$ cat config.mk
export PLATFORM = sky130hd
export DESIGN_NAME = tmpe_ctrl
export DESIGN_NICKNAME = d
export VERILOG_FILES = /design/src/rtl/tmpe_pkg.sv /design/src/rtl/tmpe_ctrl.sv
export SDC_FILE = /design/constraint.sdc
export NUM_CORES = 1
export LEC_CHECK = 0
export BUFFER_PORTS_ARGS = -buffer_cell sky130_fd_sc_hd__buf_2
export CORE_AREA = 2 2 39 41
export CTS_CLUSTER_DIAMETER = 50
export DETAILED_ROUTE_END_ITERATION = 8
export DIE_AREA = 0 0 41 43
export SYNTH_ARGS = -nofsm -noshare
export SYNTH_HDL_FRONTEND = slang
export SYNTH_SLANG_ARGS = --single-unit
$ cat constraint.sdc
create_clock -name clk -period 1.9 [get_ports clk]
set_input_delay 0.095 -clock clk [delete_from_list [all_inputs] [get_ports clk]]
set_output_delay 0.095 -clock clk [all_outputs]
set_load 0.1 [all_outputs]
$ cat src/rtl/tmpe_pkg.sv
`timescale 1ns / 1ps
// ----------------------------------------------------------------------------
// tmpe_pkg
// Shared widths, codes and control bundles of the trial-move energy block.
// ----------------------------------------------------------------------------
package tmpe_pkg;

  // Position memory size and the widths that follow from it.
  localparam int MAX_SPHERES = 1024;
  localparam int IDX_W       = $clog2(MAX_SPHERES);
  localparam int EFF_W       = IDX_W + 1;

  // Field widths.
  localparam int IDX_IN_W   = 10;
  localparam int CNT_W      = 11;
  localparam int POS_W      = 24;
  localparam int VAL_W      = 25;
  localparam int E_W        = 48;
  localparam int MEM_W      = 3 * POS_W;
  localparam int CFG_IDX_W  = 3;
  localparam int CFG_DATA_W = 24;

  // Pair unit arithmetic widths.
  localparam int SQ_W       = 2 * POS_W;
  localparam int R2_W       = SQ_W + 2;
  localparam int DIV_W      = 33;
  localparam int Q_W        = 29;
  localparam int DIV_STAGES = Q_W;
  localparam int PE_W       = 37;
  localparam int ACC_W      = 50;

  // WCA cutoff at r2 = 2^(1/3) and the close-contact limit of 1/16, both Q.32.
  localparam logic [R2_W-1:0]  WCA_CUT_R2 = R2_W'(64'd5411319704);
  localparam logic [R2_W-1:0]  CLOSE_R2   = R2_W'(64'd268435456);
  localparam logic [DIV_W-1:0] REM_INIT   = DIV_W'(64'd134217728);
  localparam logic [PE_W-1:0]  PAIR_E_MAX = {PE_W{1'b1}};

  // Register reset values.
  localparam logic [POS_W-1:0] BOX_RESET   = POS_W'(655360);
  localparam logic [CNT_W-1:0] COUNT_RESET = CNT_W'(2);

  // Configuration register indexes.
  localparam logic [CFG_IDX_W-1:0] CFG_BOX_X = 3'd0;
  localparam logic [CFG_IDX_W-1:0] CFG_BOX_Y = 3'd1;
  localparam logic [CFG_IDX_W-1:0] CFG_BOX_Z = 3'd2;
  localparam logic [CFG_IDX_W-1:0] CFG_WALLS = 3'd3;
  localparam logic [CFG_IDX_W-1:0] CFG_COUNT = 3'd4;

  // Command codes.
  localparam logic CMD_WRITE = 1'b0;
  localparam logic CMD_TRIAL = 1'b1;

  // Controller to datapath commands.
  typedef struct packed {
    logic ld_in;
    logic mem_wr;
    logic rd_old;
    logic ld_old;
    logic acc_clr;
    logic cnt_clr;
    logic issue;
    logic ld_out;
  } tmpe_cmd_t;

  // Datapath to controller status.
  typedef struct packed {
    logic bad_idx;
    logic is_trial;
    logic cnt_last;
    logic pipe_busy;
  } tmpe_sts_t;

endpackage

$ cat src/rtl/tmpe_ctrl.sv
`timescale 1ns / 1ps
// ----------------------------------------------------------------------------
// tmpe_ctrl
// Sequencer: decode, old position read, sweep over the stored spheres,
// pipeline drain and result hand-off with a one-entry output register.
// ----------------------------------------------------------------------------
module tmpe_ctrl (
  input  logic                 clk,
  input  logic                 rst_n,
  input  logic                 in_valid,
  output logic                 in_ready,
  output logic                 out_valid,
  input  logic                 out_ready,
  output tmpe_pkg::tmpe_cmd_t  cmd,
  input  tmpe_pkg::tmpe_sts_t  sts
);
  import tmpe_pkg::*;

  localparam logic [2:0] S_IDLE   = 3'd0;
  localparam logic [2:0] S_DECODE = 3'd1;
  localparam logic [2:0] S_LDOLD  = 3'd2;
  localparam logic [2:0] S_SWEEP  = 3'd3;
  localparam logic [2:0] S_DRAIN  = 3'd4;
  localparam logic [2:0] S_RESULT = 3'd5;

  logic [2:0] state_r, state_nxt;
  logic       phase_r, phase_nxt;
  logic       out_valid_r;

  // Next state and commands.
  always_comb begin
    state_nxt = state_r;
    phase_nxt = phase_r;
    cmd       = '0;
    case (state_r)
      S_IDLE: begin
        if (in_valid) begin
          cmd.ld_in = 1'b1;
          state_nxt = S_DECODE;
        end
      end
      S_DECODE: begin
        if (sts.bad_idx) begin
          state_nxt = S_RESULT;
        end else if (!sts.is_trial) begin
          cmd.mem_wr = 1'b1;
          state_nxt  = S_RESULT;
        end else begin
          cmd.rd_old  = 1'b1;
          cmd.acc_clr = 1'b1;
          cmd.cnt_clr = 1'b1;
          state_nxt   = S_LDOLD;
        end
      end
      S_LDOLD: begin
        cmd.ld_old = 1'b1;
        phase_nxt  = 1'b0;
        state_nxt  = S_SWEEP;
      end
      S_SWEEP: begin
        phase_nxt = ~phase_r;
        if (!phase_r) begin
          cmd.issue = 1'b1;
          if (sts.cnt_last) begin
            state_nxt = S_DRAIN;
          end
        end
      end
      S_DRAIN: begin
        if (!sts.pipe_busy) begin
          state_nxt = S_RESULT;
        end
      end
      S_RESULT: begin
        if (!out_valid_r || out_ready) begin
          cmd.ld_out = 1'b1;
          state_nxt  = S_IDLE;
        end
      end
      default: begin
        state_nxt = S_IDLE;
      end
    endcase
  end

  always_ff @(posedge clk) begin
    if (!rst_n) begin
      state_r     <= S_IDLE;
      phase_r     <= 1'b0;
      out_valid_r <= 1'b0;
    end else begin
      state_r <= state_nxt;
      phase_r <= phase_nxt;
      if (cmd.ld_out) begin
        out_valid_r <= 1'b1;
      end else if (out_ready) begin
        out_valid_r <= 1'b0;
      end
    end
  end

  assign in_ready  = (state_r == S_IDLE);
  assign out_valid = out_valid_r;

endmodule

==> results of run 1 <==
==> cell families after synthesis <==
group | after synthesis
compound gates | 9
buf+inv | 7
flops | 5
mux | 3
simple gates | 23
==> registers in the layout, summed over array words and instances, names as in the netlist <==
register   count
out_valid      1
state_r        3
phase_r        1
==> worst max-delay path, stage by stage (launching register included) <==
cell and delay (ps):
dfxtp_1 460, nand2b_1 270, nor3b_2 220, buf_2 450
==> metal layers <==
layer | share of wire | up-vias | global-route usage
met5 | 0 | - | 0
met4 | 0.010 | 0 | 0.08000
met3 | 0.055 | 2 | 0.04712
met2 | 0.51 | 9 | 0.1531
met1 | 0.42 | 169 | 0.1190
li1 | - | 197 | -
==> cells in the mapped netlist <==
cell type	count	area (µm²)
nor2b_1	2	12.51
and2_1	1	6.260
nor3_2	1	10.01
a21boi_0	1	7.510
nor4b_1	1	8.760
o21ai_0	2	10.01
nor3b_2	1	12.51
nand2_1	3	11.26
nor2_1	1	3.750
nand3_1	1	5.000
nor2b_2	1	8.760
a31oi_1	1	6.260
inv_1	1	3.750
clkbuf_1	1	3.750
buf_4	3	22.52
nand2b_1	4	25.02
and3_1	1	6.260
mux2i_1	3	30.03
o2bb2ai_1	1	8.760
nor3b_1	1	7.510
buf_6	2	22.52
and2b_1	1	7.510
dfxtp_1	5	100.1
nor4_1	1	6.260
a21boi_1	1	7.510
nand3b_1	2	15.01
a21oi_1	2	10.01
nor3_1	1	5.000
a22oi_1	1	7.510
==> area by class of cell <==
class | instances | area (µm²)
clock buffer | 4 | 26.28
fill | 151 | 855.8
inverter | 1 | 3.754
multi-input combinational | 35 | 290.3
sequential | 5 | 102.6
tap | 16 | 20.02
timing repair buffer | 17 | 85.08
==> power groups by stage <==
stage                     Clock (mW)  Sequential [mW]  Combinational [mW]
after floorplan                    0            0.151               0.390
after global placement             0            0.183               0.383
after detailed placement           0            0.183               0.384
after CTS                      0.127            0.182               0.385
after global routing           0.134            0.188               0.402
final                          0.121            0.181               0.380
==> how the worst min path moves through the flow <==
stage | from | to | cells after the start
2_1_floorplan | rst_n | phase_r$_SDFFE_PN0P_ | 1
3_3_place_gp | rst_n | phase_r$_SDFFE_PN0P_ | 2
3_5_place_dp | rst_n | phase_r$_SDFFE_PN0P_ | 2
4_1_cts | rst_n | state_r[0]$_SDFFE_PN0P_ | 3
5_1_grt | rst_n | state_r[2]$_SDFFE_PN0P_ | 2
6_report | rst_n | state_r[0]$_SDFFE_PN0P_ | 3
==> through the flow <==
stage	cells	cell area (µm²)	TNS (ps)	setup slack, ps	power, mW
2_1_floorplan	47	450.4	-704.1	-411.7	0.5408
3_3_place_gp	74	501.7	0	451.5	0.5662
3_5_place_dp	74	501.7	0	431.7	0.5674
4_1_cts	78	528.0	0	156.3	0.6932
5_1_grt	78	528.0	0	51.09	0.7238
6_report	78	528.0	0	174.4	0.6819
==> run metrics, run 1 <==
outcome complete, no violations; first-pass GRT wire length 1248 µm; Clock Latency Late Sink around 240 ps; Post-CTS Setup Inserts 0; Max Root-Sink Buffers 2; Hold Path Class in -> reg; Initial Util 0.2830; Hold Buf Count CTS 0; clock-pin slew on the worst setup and hold paths approximately 40 ps; I/O pins 18; register area share after synthesis 0.2556; Reg power frac 0.265; Slew headroom 0.6565; largest fanout on the critical path 12; Synth Area in XOR/XNOR 0; Seq cells post-synth 5; Iter 0 DRT Violations 3; GP Congestion 0.7372; Max IR drop VDD 510.4 µV; Inserted Diodes 0; YS warnings 0; NetSw 376.9 µW; cts repair resizes 0; WS Path Type reg -> out; H-tree levels 1; CTS root buffer clkbuf_4; reg2reg start state_r[2]$_SDFFE_PN0P_; DRC viols 0; Final Skew 2.207 ps; CP Data Arrival Time 1630 ps; final period utilization 0.9082; DR WL/cell 9.962 µm; chip height 43 µm; synth-to-layout area growth 34.82%; max-cap violations 0; Mean Syn Cell Area approximately 8.3 µm²; Post-Syn Nets 55; mux cell area share after synthesis 0.07668; reg2reg end phase_r$_SDFFE_PN0P_; post-route ant nets 0; pwr dens around 1300 mW/mm²; Final Hold Fails 0; # setup viols final 0; Critical Path Start state_r[2]$_SDFFE_PN0P_; CTS sink cnt 5; GR Overflow Total 0; number of CTS-inserted buffers 3; FMAX 0.5795 GHz; Distinct cells, synth 29; largest family of logic cells by synthesized area simple AND/OR/NAND/NOR gates; Sw Ratio 0.5527; row count 14; Post-Syn Area 391.6 µm²; Synth Area in Compound Gates 0.1470; post-layout util 0.3816; clock network fraction of total power 0.177; largest net degree at the start of global routing 15; Comb pwr share 0.558; area of the die between 0.0015 and 0.002 mm²; Synth Area in Simple Gates 0.3866; Pleak ~0.23 nW; hold slack 159.2 ps; worst reg2reg setup slack a little under 700 ps; vias in the first global route 327; post-synthesis cell count 47; nets 71; chip width 41 µm; RSZ-0062 raised after global routing false; CTS tree yes; Slew Viols, Final 0; vias per std cell between 4 and 5; layout cell share with drive strength beyond 1 0.4839; path depth of the worst reg2reg path 4; router iterations before antenna repair 2; IO buf count 17; Adder-Cell Fraction of Synth Area 0; commonest non-fill, non-tap cell in the layout buf_2; antenna violations before repair 0; DRT Wirelength 777 µm; Tot GR Track Use 0.1074; CP Launch Type register; hpwl dp 618.4 µm; Core Region around 0.0014 mm²; Critical Path RT 1800 ps; internal cell power 305.0 µW; Slew @ Worst Pin 514.5 ps; Critical Path End cmd[1]; Vias 377; CP endpoint kind primary output; minimum clock period ~1700 ps
Power figures use the tool's default switching activity.
==> inputs of run 2 (changes only) <==
Settings changed: RECOVER_POWER set to 25.
==> run metrics, run 2 (synthesis results as in run 1) <==
I/O pins 18 (unchanged); row count 14 (unchanged); Vias 377 (unchanged); Hold Buf Count CTS 0 (unchanged); Iter 0 DRT Violations 3 (unchanged); placed cell areas 501.7 µm² (unchanged); vias per std cell 4.833 (unchanged); worst reg2reg setup slack 680 ps (about the same); Pleak 0.2256 nW (-1.9%); Slew @ Worst Pin 1159 ps (+644.4 ps); nets 71 (unchanged); H-tree levels 1 (unchanged); Final Skew 2.207 ps (unchanged); CP endpoint kind primary output; clock-pin slew on the worst setup and hold paths 40 ps (about the same); max-cap violations 0 (unchanged); Clock Latency Late Sink 240 ps (about the same); chip width 41 µm (unchanged); Slew headroom 0.2307 (-0.4258); DRC viols 0 (unchanged); router iterations before antenna repair 2 (unchanged); largest net degree at the start of global routing 15 (unchanged); IO buf count 17 (unchanged); antenna violations before repair 0 (unchanged); GR Overflow Total 0 (unchanged); Core Region 0.001384 mm² (unchanged); Max Root-Sink Buffers 2 (unchanged); Largest Register state_r; final std cell area, no fill 526.8 µm² (-0.24%); Hold Path Class in -> reg; Largest register FFs 3 (unchanged); CP Data Arrival Time 1630 ps (about the same); Post-CTS Setup Inserts 0 (unchanged); largest fanout on the critical path 12 (unchanged); GP Congestion 0.7372 (unchanged); WS Path Type reg -> out; layout cell share with drive strength beyond 1 0.4677 (-0.01613); final period utilization 0.9082 (unchanged); DRT Wirelength 776 µm (-0.13%); Critical Path RT 1800 ps (about the same); Initial Util 0.2830 (unchanged); Inserted Diodes 0 (unchanged); synth-to-layout area growth 34.50%; CTS sink cnt 5 (unchanged); area of the die 0.001763 mm² (unchanged); CP Launch Type register; chip height 43 µm (unchanged); Tot GR Track Use 0.1074 (unchanged); cts repair resizes 0 (unchanged); hpwl dp 618.4 µm (unchanged); commonest non-fill, non-tap cell in the layout buf_2; Max IR drop VDD 510.2 µV (about the same); Slew Viols, Final 0 (unchanged); post-layout util 0.3807 (-0.0009040); number of CTS-inserted buffers 3 (unchanged); Final Hold Fails 0 (unchanged); DR WL/cell 9.949 µm (-0.13%); outcome complete, no violations; minimum clock period 1726 ps (unchanged); vias in the first global route 327 (unchanged); CTS tree yes; hold slack 159.2 ps (unchanged); post-route ant nets 0 (unchanged); pwr dens 1294 mW/mm² (+0.18%); first-pass GRT wire length 1248 µm (unchanged); CTS root buffer clkbuf_4; RSZ-0062 raised after global routing false; FMAX 0.5795 GHz (unchanged); # setup viols final 0 (unchanged)
run 2: cell count changes in the layout (fill, tap and decap cells not counted):
cell,previous run,this run
buf_2,17,16
clkbuf_1,1,2
run 2: worst paths after layout:
path | from | cells past startpoint | endpoint
max | state_r[2]$_SDFFE_PN0P_ | 3 | cmd[1]
min | rst_n | 3 | state_r[0]$_SDFFE_PN0P_
max reg2reg | state_r[2]$_SDFFE_PN0P_ | 4 | phase_r$_SDFFE_PN0P_
min reg2reg | phase_r$_SDFFE_PN0P_ | 2 | phase_r$_SDFFE_PN0P_
run 2: cell type report:
class | instances | area [µm²]
Fill cell | 152 | 857.1
Multi-Input combinational cell | 35 | 290.3
Sequential cell | 5 | 102.6
Timing Repair Buffer | 17 | 83.83
Clock buffer | 4 | 26.28
Tap cell | 16 | 20.02
Inverter | 1 | 3.754
run 2: per-layer routing:
layer,vias up,global-route usage,wire length [µm]
met5,-,0,0
met4,0,0.08000,8
met3,2,0.04712,43
met2,9,0.1531,396
met1,169,0.1190,327
li1,197,-,-
run 2: stage by stage:
step | instances | setup TNS, ps | total power, mW | setup slack, ps
after global placement | 74 | 0 | 0.5662 | 451.5
after floorplan | 47 | -704.1 | 0.5408 | -411.7
final | 78 | 0 | 0.6815 | 174.4
after global routing | 78 | 0 | 0.7233 | 51.09
after CTS | 78 | 0 | 0.6932 | 156.3
after detailed placement | 74 | 0 | 0.5674 | 431.7
run 2: power by group:
part	switching (mW)	internal (mW)	total (mW)
clock network	0.0416	0.0793	0.121
registers	0.0573	0.123	0.181
logic	0.278	0.102	0.380
total	0.377	0.305	0.681
run 2: worst max-delay path, cell delays in order, from the launching register on:
cell	delay (ps)
dfxtp_1	460
nand2b_1	270
nor3b_2	220
buf_2	450
==> inputs of run 3 (changes only) <==
Settings changed: PLACE_DENSITY_LB_ADDON set to 0.05.
==> run metrics, run 3 (synthesis results as in run 1) <==
Cells after DPL 74 (unchanged); Final Hold Fails 0 (unchanged); path depth of the worst reg2reg path 3 (-1); router iterations before antenna repair 2 (unchanged); I/O pins 18 (unchanged); layout cell share with drive strength beyond 1 0.4677 (unchanged); antenna violations before repair 0 (unchanged); Slew Viols, Final 0 (unchanged); Slew headroom 0.2234 (-0.007350); Pleak 0.2256 nW (unchanged); H-tree levels 1 (unchanged); Vias 358 (-5.0%); non-filler cells, final 78 (unchanged); Max IR drop VDD 520.5 µV (+2.0%); WS Path Type reg -> out; CP Launch Type register; Sw Ratio 0.5541 (+0.0009642); Hold Path End state_r[0]$_SDFFE_PN0P_; IO buf count 17 (unchanged); CTS sink cnt 5 (unchanged); row count 14 (unchanged); NetSw 378.3 µW (+0.37%); nets 71 (unchanged); Hold Path Class in -> reg; post-route ant nets 0 (unchanged); GR Overflow Total 0 (unchanged); DRC viols 0 (unchanged); Final Skew 3.602 ps (+1.395 ps); synth-to-layout area growth 34.50% (unchanged); CP Data Arrival Time 1630 ps (about the same); min-delay src rst_n; largest fanout on the critical path 12 (unchanged); reg2reg end state_r[0]$_SDFFE_PN0P_; first-pass GRT wire length 1248 µm (unchanged); Critical Path Start state_r[2]$_SDFFE_PN0P_; Initial Util 0.2830 (unchanged); internal cell power 304.5 µW (about the same); vias in the first global route 292 (-11%); final period utilization 0.9066 (-0.001587); Inserted Diodes 0 (unchanged); GP Congestion 0.6766 (-8.2%); area of the die 0.001763 mm² (unchanged); Iter 0 DRT Violations 2 (-1); Max Root-Sink Buffers 2 (unchanged); DRT Wirelength 800 µm (+3.1%); # fillers 154 (+1.3%); Slew @ Worst Pin 1170 ps (+11.07 ps); largest net degree at the start of global routing 15 (unchanged); # setup viols final 0 (unchanged); minimum clock period 1723 ps (-3.016 ps); Hold Buf Count CTS 0 (unchanged); DR WL/cell 10.26 µm (+3.1%); clock-pin slew on the worst setup and hold paths 40 ps (about the same); Largest register FFs 3 (unchanged); Largest Register state_r; hold depth 3 (unchanged); hold slack 158.1 ps (-1.055 ps); CP endpoint kind primary output; CTS root buffer clkbuf_4; chip width 41 µm (unchanged); post-layout util 0.3807 (unchanged); FMAX 0.5805 GHz (+0.18%); Core Region 0.001384 mm² (unchanged); reg2reg start state_r[2]$_SDFFE_PN0P_; Post-CTS Setup Inserts 0 (unchanged); cts repair resizes 0 (unchanged); Reg power frac 0.267 (+0.002); Tot GR Track Use 0.1097 (+0.002228); worst reg2reg setup slack 670 ps (about the same); placed cell areas 501.7 µm² (unchanged); RSZ-0062 raised after global routing false; commonest non-fill, non-tap cell in the layout buf_2; Clock Latency Late Sink 240 ps (about the same); chip height 43 µm (unchanged); Comb pwr share 0.559 (+0.002); pwr dens 1296 mW/mm² (+0.20%); Critical Path RT 1800 ps (about the same); vias per std cell 4.590 (-5.0%); max-cap violations 0 (unchanged); final std cell area, no fill 526.8 µm² (unchanged); outcome complete, no violations; clock network fraction of total power 0.174 (-0.003); number of CTS-inserted buffers 3 (unchanged); CTS tree yes
==> run 3: cell counts in the layout (fill, tap and decap cells not counted) <==
No cell type changed its count.
==> run 3: through the flow <==
step	setup TNS (ps)	power (mW)	setup slack [ps]
finish	0	0.6828	177.4
CTS	0	0.6960	151.6
detailed placement	0	0.5710	409.0
floorplan	-704.1	0.5408	-411.7
global placement	0	0.5696	435.6
global route	0	0.7281	68.64
==> run 3: power by group through the flow <==
| stage | registers (mW) | logic, mW | clock network, mW |
|---|---|---|---|
| global placement | 0.184 | 0.385 | 0 |
| finish | 0.182 | 0.382 | 0.119 |
| detailed placement | 0.186 | 0.385 | 0 |
| CTS | 0.183 | 0.385 | 0.127 |
| global route | 0.189 | 0.403 | 0.135 |
| floorplan | 0.151 | 0.390 | 0 |
==> run 3: cell type report <==
type	count	area [µm²]	share of cell area
inverter	1	3.754	0.007126
clock buffer	4	26.28	0.04988
tap	16	20.02	0.03800
sequential	5	102.6	0.1948
timing repair buffer	17	83.83	0.1591
multi-input combinational	35	290.3	0.5511
==> run 3: worst max-delay path by stage <==
stage,end,slack (ps),cells past startpoint
CTS,cmd[1],150,3
global route,cmd[3],70,3
detailed placement,cmd[2],410,3
finish,cmd[1],180,3
global placement,cmd[2],440,3
floorplan,cmd[3],-410,4
==> run 3: worst max-delay path, cell delays in order (launching register included) <==
cell and delay, ps:
dfxtp_1 450, nand2b_1 270, nor3b_2 220, buf_2 450
==> run 3: layer usage <==
metal,wire length (µm),GRT usage,vias to the layer above
met3,50,0.03141,0
met1,352,0.1392,154
met4,0,0.1000,0
li1,-,-,193
met2,397,0.1406,11
met5,0,0,-
